$ cat src/rtl/reply_packet_deframer_lrc_macros.svh
// Assertion helpers, clocked on i_clk and idle while i_rst_n is low.
`ifndef REPLY_PACKET_DEFRAMER_LRC_MACROS_SVH
`define REPLY_PACKET_DEFRAMER_LRC_MACROS_SVH

// Condition must hold at every clock edge.
`define RPD_ASSERT_ALWAYS(lbl, cond) \
    lbl: assert property (@(posedge i_clk) disable iff (!i_rst_n) (cond)) \
        else $error("deframer check failed");

// Consequent must hold in the cycle after the antecedent.
`define RPD_ASSERT_NEXT(lbl, ante, cons) \
    lbl: assert property (@(posedge i_clk) disable iff (!i_rst_n) (ante) |=> (cons)) \
        else $error("deframer check failed");

`endif

$ cat src/rtl/rpdlrc_pkg.sv
package rpdlrc_pkg;

    localparam int unsigned BYTE_W   = 8;
    localparam int unsigned STATUS_W = 2;
    localparam int unsigned CFG_IDX_W = 8;
    localparam int unsigned OUT_DATA_W = 56;

    // register indexes
    localparam logic [CFG_IDX_W-1:0] CFG_HEADER_FIRST  = 8'd0;
    localparam logic [CFG_IDX_W-1:0] CFG_HEADER_SECOND = 8'd1;
    localparam logic [CFG_IDX_W-1:0] CFG_HOST_ADDRESS  = 8'd2;
    localparam logic [CFG_IDX_W-1:0] CFG_ERROR_COMMAND = 8'd3;

    // reset values
    localparam logic [BYTE_W-1:0] RST_HEADER_FIRST  = 8'h55;
    localparam logic [BYTE_W-1:0] RST_HEADER_SECOND = 8'hAA;
    localparam logic [BYTE_W-1:0] RST_HOST_ADDRESS  = 8'h01;
    localparam logic [BYTE_W-1:0] RST_ERROR_COMMAND = 8'hFA;

    // result kinds
    localparam logic KIND_PAYLOAD = 1'b0;
    localparam logic KIND_END     = 1'b1;

    // end status codes
    localparam logic [STATUS_W-1:0] ST_OK        = 2'd0;
    localparam logic [STATUS_W-1:0] ST_BAD_LRC   = 2'd1;
    localparam logic [STATUS_W-1:0] ST_ERR_REPLY = 2'd2;

    typedef struct packed {
        logic [BYTE_W-1:0] header_first;
        logic [BYTE_W-1:0] header_second;
        logic [BYTE_W-1:0] host_address;
        logic [BYTE_W-1:0] error_command;
    } t_cfg;

    typedef struct packed {
        logic                kind;
        logic [BYTE_W-1:0]   payload_byte;
        logic [BYTE_W-1:0]   payload_index;
        logic [BYTE_W-1:0]   sender_node;
        logic [BYTE_W-1:0]   command;
        logic [BYTE_W-1:0]   byte_count;
        logic [STATUS_W-1:0] status;
        logic [BYTE_W-1:0]   error_code;
    } t_result;

endpackage

$ cat src/rtl/rpdlrc_parser.sv
module rpdlrc_parser (
    input  logic                            i_clk,
    input  logic                            i_rst_n,
    input  logic                            i_step,
    input  logic [rpdlrc_pkg::BYTE_W-1:0]   i_byte,
    input  rpdlrc_pkg::t_cfg                i_cfg,
    output logic                            o_res_valid,
    output rpdlrc_pkg::t_result             o_res
);

    localparam logic [2:0] PH_HDR1    = 3'd0;
    localparam logic [2:0] PH_HDR2    = 3'd1;
    localparam logic [2:0] PH_ADDR    = 3'd2;
    localparam logic [2:0] PH_SENDER  = 3'd3;
    localparam logic [2:0] PH_COMMAND = 3'd4;
    localparam logic [2:0] PH_COUNT   = 3'd5;
    localparam logic [2:0] PH_PAYLOAD = 3'd6;
    localparam logic [2:0] PH_LRC     = 3'd7;

    logic [2:0]                      r_phase, n_phase;
    logic [rpdlrc_pkg::BYTE_W-1:0]   r_left, n_left;
    logic [rpdlrc_pkg::BYTE_W-1:0]   r_count, n_count;
    logic [rpdlrc_pkg::BYTE_W-1:0]   r_sender, n_sender;
    logic [rpdlrc_pkg::BYTE_W-1:0]   r_command, n_command;
    logic [rpdlrc_pkg::BYTE_W-1:0]   r_lrc, n_lrc;
    logic [rpdlrc_pkg::BYTE_W-1:0]   r_first, n_first;
    logic [rpdlrc_pkg::BYTE_W-1:0]   idx;

    assign idx = r_count - r_left;

    always_comb begin
        n_phase   = r_phase;
        n_left    = r_left;
        n_count   = r_count;
        n_sender  = r_sender;
        n_command = r_command;
        n_lrc     = r_lrc;
        n_first   = r_first;
        o_res_valid = 1'b0;
        o_res = '0;
        o_res.sender_node = r_sender;
        o_res.command     = r_command;
        o_res.byte_count  = r_count;
        case (r_phase)
            PH_HDR1: n_phase = (i_byte == i_cfg.header_first) ? PH_HDR2 : PH_HDR1;
            PH_HDR2: n_phase = (i_byte == i_cfg.header_second) ? PH_ADDR : PH_HDR1;
            PH_ADDR: n_phase = (i_byte == i_cfg.host_address) ? PH_SENDER : PH_HDR1;
            PH_SENDER: begin
                n_sender = i_byte;
                n_phase  = PH_COMMAND;
            end
            PH_COMMAND: begin
                n_command = i_byte;
                n_phase   = PH_COUNT;
            end
            PH_COUNT: begin
                n_count = i_byte;
                n_left  = i_byte;
                n_first = '0;
                n_lrc   = r_command ^ i_byte;
                n_phase = (i_byte != '0) ? PH_PAYLOAD : PH_LRC;
            end
            PH_PAYLOAD: begin
                if (idx == '0) begin
                    n_first = i_byte;
                end
                n_lrc  = r_lrc ^ i_byte;
                n_left = r_left - 8'd1;
                if (r_left == 8'd1) begin
                    n_phase = PH_LRC;
                end
                o_res_valid         = 1'b1;
                o_res.kind          = rpdlrc_pkg::KIND_PAYLOAD;
                o_res.payload_byte  = i_byte;
                o_res.payload_index = idx;
            end
            PH_LRC: begin
                n_phase     = PH_HDR1;
                o_res_valid = 1'b1;
                o_res.kind  = rpdlrc_pkg::KIND_END;
                // error reply wins over a bad check byte
                if (r_command == i_cfg.error_command) begin
                    o_res.status     = rpdlrc_pkg::ST_ERR_REPLY;
                    o_res.error_code = r_first;
                end else if (i_byte != r_lrc) begin
                    o_res.status = rpdlrc_pkg::ST_BAD_LRC;
                end else begin
                    o_res.status = rpdlrc_pkg::ST_OK;
                end
            end
            default: n_phase = PH_HDR1;
        endcase
    end

    always_ff @(posedge i_clk) begin
        if (!i_rst_n) begin
            r_phase   <= PH_HDR1;
            r_left    <= '0;
            r_count   <= '0;
            r_sender  <= '0;
            r_command <= '0;
            r_lrc     <= '0;
            r_first   <= '0;
        end else if (i_step) begin
            r_phase   <= n_phase;
            r_left    <= n_left;
            r_count   <= n_count;
            r_sender  <= n_sender;
            r_command <= n_command;
            r_lrc     <= n_lrc;
            r_first   <= n_first;
        end
    end

endmodule

$ cat src/rtl/reply_packet_deframer_lrc.sv
// Channel   Dir  Handshake                     Payload
// s (rx)    in   i_s_tvalid / o_s_tready       i_s_tdata: rx_byte
// m (res)   out  o_m_tvalid / i_m_tready       o_m_tdata, o_m_tuser: result_kind
// cfg       in   i_cfg_valid / o_cfg_ready     i_cfg_index, i_cfg_data
//
// One byte per cycle sustained while results are taken: input register, one pass of
// compares and an XOR in the parser, then the result register. Synchronous active-low
// reset clears the parser to the header hunt and loads the register defaults. A stalled
// result holds the pipe; the input register still takes one byte, and both stages move
// again as soon as the result is taken.
module reply_packet_deframer_lrc (
    input  logic                                 i_clk,
    input  logic                                 i_rst_n,
    // rx byte stream
    input  logic                                 i_s_tvalid,
    output logic                                 o_s_tready,
    input  logic [7:0]                           i_s_tdata,   // [7:0] rx_byte
    // result stream
    output logic                                 o_m_tvalid,
    input  logic                                 i_m_tready,
    // [7:0] payload_byte, [15:8] payload_index, [23:16] sender_node, [31:24] command,
    // [39:32] byte_count, [41:40] status, [49:42] error_code, [55:50] zero
    output logic [rpdlrc_pkg::OUT_DATA_W-1:0]    o_m_tdata,
    output logic                                 o_m_tuser,   // [0] result_kind
    // configuration writes
    input  logic                                 i_cfg_valid,
    output logic                                 o_cfg_ready,
    input  logic [rpdlrc_pkg::CFG_IDX_W-1:0]     i_cfg_index,
    input  logic [7:0]                           i_cfg_data
);

`include "reply_packet_deframer_lrc_macros.svh"

    rpdlrc_pkg::t_cfg    r_cfg;
    logic                r_in_valid;
    logic [7:0]          r_in_byte;
    logic                r_out_valid;
    rpdlrc_pkg::t_result r_out;
    logic                advance;
    logic                step;
    logic                res_valid;
    rpdlrc_pkg::t_result res;
    logic                out_pay;
    logic                out_clean;
    logic                out_code;

    // the user must write config only while idle; the block does not enforce it, so always ready
    assign o_cfg_ready = 1'b1;

    always_ff @(posedge i_clk) begin
        if (!i_rst_n) begin
            r_cfg.header_first  <= rpdlrc_pkg::RST_HEADER_FIRST;
            r_cfg.header_second <= rpdlrc_pkg::RST_HEADER_SECOND;
            r_cfg.host_address  <= rpdlrc_pkg::RST_HOST_ADDRESS;
            r_cfg.error_command <= rpdlrc_pkg::RST_ERROR_COMMAND;
        end else if (i_cfg_valid) begin
            case (i_cfg_index)
                rpdlrc_pkg::CFG_HEADER_FIRST:  r_cfg.header_first  <= i_cfg_data;
                rpdlrc_pkg::CFG_HEADER_SECOND: r_cfg.header_second <= i_cfg_data;
                rpdlrc_pkg::CFG_HOST_ADDRESS:  r_cfg.host_address  <= i_cfg_data;
                rpdlrc_pkg::CFG_ERROR_COMMAND: r_cfg.error_command <= i_cfg_data;
                default: ;  // unknown index: dropped
            endcase
        end
    end

    // result slot free, or emptying this cycle
    assign advance    = !r_out_valid || i_m_tready;
    assign step       = r_in_valid && advance;
    assign o_s_tready = !r_in_valid || advance;

    always_ff @(posedge i_clk) begin
        if (!i_rst_n) begin
            r_in_valid <= 1'b0;
        end else if (o_s_tready) begin
            r_in_valid <= i_s_tvalid;
        end
    end

    always_ff @(posedge i_clk) begin
        if (o_s_tready && i_s_tvalid) begin
            r_in_byte <= i_s_tdata;
        end
    end

    rpdlrc_parser u_parser (
        .i_clk       (i_clk),
        .i_rst_n     (i_rst_n),
        .i_step      (step),
        .i_byte      (r_in_byte),
        .i_cfg       (r_cfg),
        .o_res_valid (res_valid),
        .o_res       (res)
    );

    always_ff @(posedge i_clk) begin
        if (!i_rst_n) begin
            r_out_valid <= 1'b0;
        end else if (advance) begin
            r_out_valid <= step && res_valid;
        end
    end

    always_ff @(posedge i_clk) begin
        if (step && res_valid) begin
            r_out <= res;
        end
    end

    assign o_m_tvalid = r_out_valid;
    assign o_m_tuser  = r_out.kind;
    assign o_m_tdata  = {6'd0, r_out.error_code, r_out.status, r_out.byte_count,
                         r_out.command, r_out.sender_node, r_out.payload_index,
                         r_out.payload_byte};

    assign out_pay   = r_out_valid && (r_out.kind == rpdlrc_pkg::KIND_PAYLOAD);
    assign out_clean = (r_out.status == rpdlrc_pkg::ST_OK) && (r_out.error_code == 8'd0);
    assign out_code  = r_out_valid && (r_out.error_code != 8'd0);

    // payload items carry no status or error code
    `RPD_ASSERT_ALWAYS(a_payload_clean, !out_pay || out_clean)
    // an error code only comes with an error reply
    `RPD_ASSERT_ALWAYS(a_code_needs_err, !out_code || r_out.status == rpdlrc_pkg::ST_ERR_REPLY)
    // a blocked input byte stays in its register
    `RPD_ASSERT_NEXT(a_in_hold, r_in_valid && !advance, r_in_valid && $stable(r_in_byte))

endmodule

$ cat config.mk
export PLATFORM = sky130hd
export DESIGN_NAME = reply_packet_deframer_lrc
export DESIGN_NICKNAME = d
export VERILOG_FILES = /design/src/rtl/rpdlrc_pkg.sv /design/src/rtl/rpdlrc_parser.sv /design/src/rtl/reply_packet_deframer_lrc.sv
export VERILOG_INCLUDE_DIRS = /design/src /design/src/rtl
export SDC_FILE = /design/constraint.sdc
export NUM_CORES = 1
export LEC_CHECK = 0
export BUFFER_PORTS_ARGS = -buffer_cell sky130_fd_sc_hd__buf_2
export CAP_MARGIN = 20
export CORE_MARGIN = 2
export CORE_UTILIZATION = 25
export CTS_BUF_LIST = sky130_fd_sc_hd__clkbuf_4
export DETAILED_ROUTE_END_ITERATION = 8
export HOLD_SLACK_MARGIN = 0.02
export PLACE_DENSITY_LB_ADDON = 0.25
export SLEW_MARGIN = 20
export SYNTH_ARGS = -nofsm -noshare
export SYNTH_HDL_FRONTEND = slang
export SYNTH_SLANG_ARGS = --single-unit
$ cat constraint.sdc
create_clock -name i_clk -period 4.5 [get_ports i_clk]
set_input_delay 0.675 -clock i_clk [delete_from_list [all_inputs] [get_ports i_clk]]
set_output_delay 0.675 -clock i_clk [all_outputs]
set_load 0.005 [all_outputs]
==> reports/metrics.yaml <==
clock_network:
  clock_sinks: 144
  cts-root-buf: "clkbuf_4"
  htree_levels: 4
  post_cts_buffers: 0
  path_clk_slew_ps: 150
  clk_latency_ps: 580
  cts.hold.buffers_added: 0
  cts_buffer_depth: 2
  cts_tree: "built"
  numCtsBuffers: 17
  ctsResizeCount: 0
hold_path:
  min_path_type: "in -> reg"
  hp-start: "i_s_tdata[7]"
grt:
  grt_overflow: 0
  grt_usage_pct: 12.3
  grt_pass1_wl_um: 25100
  grt_pass1_vias: 4288
  antenna_found_initial: 1
  grt_max_degree: 65
timing:
  tightestPinTransition_ps: 996
  timing.fmax_mhz: 332
  hold_violations: 0
  setup_ws_ps: 1490
  fin_tns_setup_ps: 0
  slew_violations: 0
  fin_skew_ps: 31.7
  rsz0062_at_grt: "no"
  min_period_over_period_pct: 67.0
  hold_slack_ps: 280
  setup_viol: 0
  slew-limit-headroom_pct: 33.6
  fin_crit_ps: 3010
place:
  dp_worst_setup_slack_ps: 1510
  port_buffers: 81
  placed_cell_area_um2: 7220
  hpwlAfterDp_um: 10600
  dp.cells: 998
  gp_congestion: 0.739
synth:
  synthTopCellsByArea: "edfxtp_1, dfxtp_1, mux2i_1"
  seq_area_frac_synth_pct: 53.2
  async_flop_share_pct: 0
  yosysTopAreaCellShare_pct: 27.2
  synth_cell_types: 55
  synth_edf_count: 59
  yosysTopAreaCell: "edfxtp_1"
  postSynthCellCount: 616
  syn-cell-area_um2: 6530
  synth_seq_cells: 144
  ys_warn_count: 0
  synth_top_flop_cell: "dfxtp_1"
  syn_avg_cell_area_um2: 10.6
critical_path:
  r2r_setup_slack_ps: 1490
  endpoint_kind: "flip-flop"
  cp-startpoint: "u_parser.r_left[0]"
  path_class: "reg -> reg"
  critPathMaxFanout: 8
  start_kind: "flip-flop"
  critPathArrivalTime_ps: 3510
  cp_data_required_time_ps: 5000
  regToRegStartpoint: "u_parser.r_left[0]"
die:
  initial_core_util_pct: 25.3
  die_y_um: 166
  die_area_um2: 27400
  fp-row-count: 59
  coreArea_um2: 25800
  io_pins: 89
  dieWidth_um: 166
power_and_ir_drop:
  irDropWorstVdd_mv: 0.191
  power.leakage_nw: 2.78
  power.total_mw: 2.28
  p_per_area_nw_per_um2: 304
route:
  drt_wl_total_um: 16300
  drc_errors: 0
  wire_per_inst_um: 15.8
  drt_iter0_markers: 252
  vias_per_cell: 4.38
  ant_nets: 0
  firstDrtPassIters: 5
  vias: 4519
finish:
  final_cells: 1031
  num-fill-cells: 2780
  drive_above_1_share_pct: 18.4
  syn2layout_area_growth_pct: 15.2
  nets: 721
  final_core_util_pct: 29.1
  seqCellArea_um2: 3470
  multi_input_area_um2: 2830
  final_area_um2: 7520
flow_run:
  drv_cap: 0
status:
  status: "completed"
layout by cell type, fill, tap and decap left out, drive strengths merged, types with 16 or more instances in the layout:
master  synthesis  final
a21boi         23     23
a21oi          27     27
and2           25     25
buf            15     88
clkbuf         31     17
dfxtp          85     85
edfxtp         59     59
inv            11     22
mux2i          56     56
nand2          82     82
nor2           21     21
nor2b          30     30
o21ai          16     16
xnor2          20     20
xor2           25     25
cells in the mapped netlist, types with 4 or more instances:
| library cell | n |
|---|---|
| a21boi_0 | 23 |
| a21oi_1 | 27 |
| o2111ai_1 | 8 |
| nor3_1 | 8 |
| nor2_1 | 21 |
| buf_4 | 7 |
| clkbuf_1 | 31 |
| mux2i_1 | 56 |
| o21ai_0 | 15 |
| and2_1 | 25 |
| buf_1 | 4 |
| nand2_1 | 82 |
| nand3_1 | 8 |
| xnor2_1 | 20 |
| inv_1 | 11 |
| xor2_1 | 25 |
| dfxtp_1 | 85 |
| nor2b_1 | 29 |
| buf_2 | 4 |
| edfxtp_1 | 59 |
| nor4_1 | 10 |
| ha_1 | 9 |
| nand4_1 | 5 |
registers in the layout (all words and copies together), names as in the netlist:
name	cells
o_m_tdata	50
r_cfg	32
r_in_byte	8
u_parser.r_command	8
u_parser.r_count	8
u_parser.r_first	8
u_parser.r_left	8
u_parser.r_lrc	8
u_parser.r_sender	8
u_parser.r_phase	3
o_m_tuser	1
o_m_tvalid	1
r_in_valid	1
cell families (layout without fill, tap and decap cells):
kind of cell	count (synthesis)	count (layout)	synth area share, %
simple gates	204	204	15.9
flops	144	144	53.2
compound gates	97	97	10.3
buf+inv	58	132	3.82
mux	56	56	8.59
xor+xnor	45	45	6.04
fa+ha+maj	10	10	2.03
other cells	2	8	0.115
worst max-delay path: stages (launching register included):
cell and delay [ps]:
dfxtp_1 430, ha_1 180, inv_1 50, fa_1 450, a21o_1 180, a21oi_1 160
xor2_1 210, o211ai_1 170, a2111oi_4 820, mux2i_1 270
where the power goes:
group | switching (mW) | total [mW] | internal [mW]
clock network | 0.578 | 0.838 | 0.260
logic | 0.0368 | 0.0652 | 0.0283
registers | 0.0256 | 1.38 | 1.35
total | 0.640 | 2.28 | 1.64
area by class of cell:
type | count | area share (%)
Sequential cell | 144 | 46.2
Multi-Input combinational cell | 419 | 37.7
Timing Repair Buffer | 88 | 6.09
Tap cell | 335 | 5.57
Clock inverter | 15 | 2.11
Clock buffer | 17 | 1.70
Inverter | 12 | 0.599
Antenna cell | 1 | 0.0333
worst paths after layout:
check,endpoint,cells after the start
worst min register to register,o_m_tdata[22],0
worst max-delay path,u_parser.r_first[1],9
worst max register to register,u_parser.r_first[1],9
worst min-delay path,r_in_byte[7],1
layer usage:
metal | vias up | track usage [%] | routed length (um)
met5 | - | 0 | 0
met4 | 0 | 3.72 | 193
met3 | 16 | 2.65 | 773
met2 | 114 | 18.9 | 7400
met1 | 2111 | 17.2 | 7910
li1 | 2278 | - | -
(Power assumes the default switching activity.)
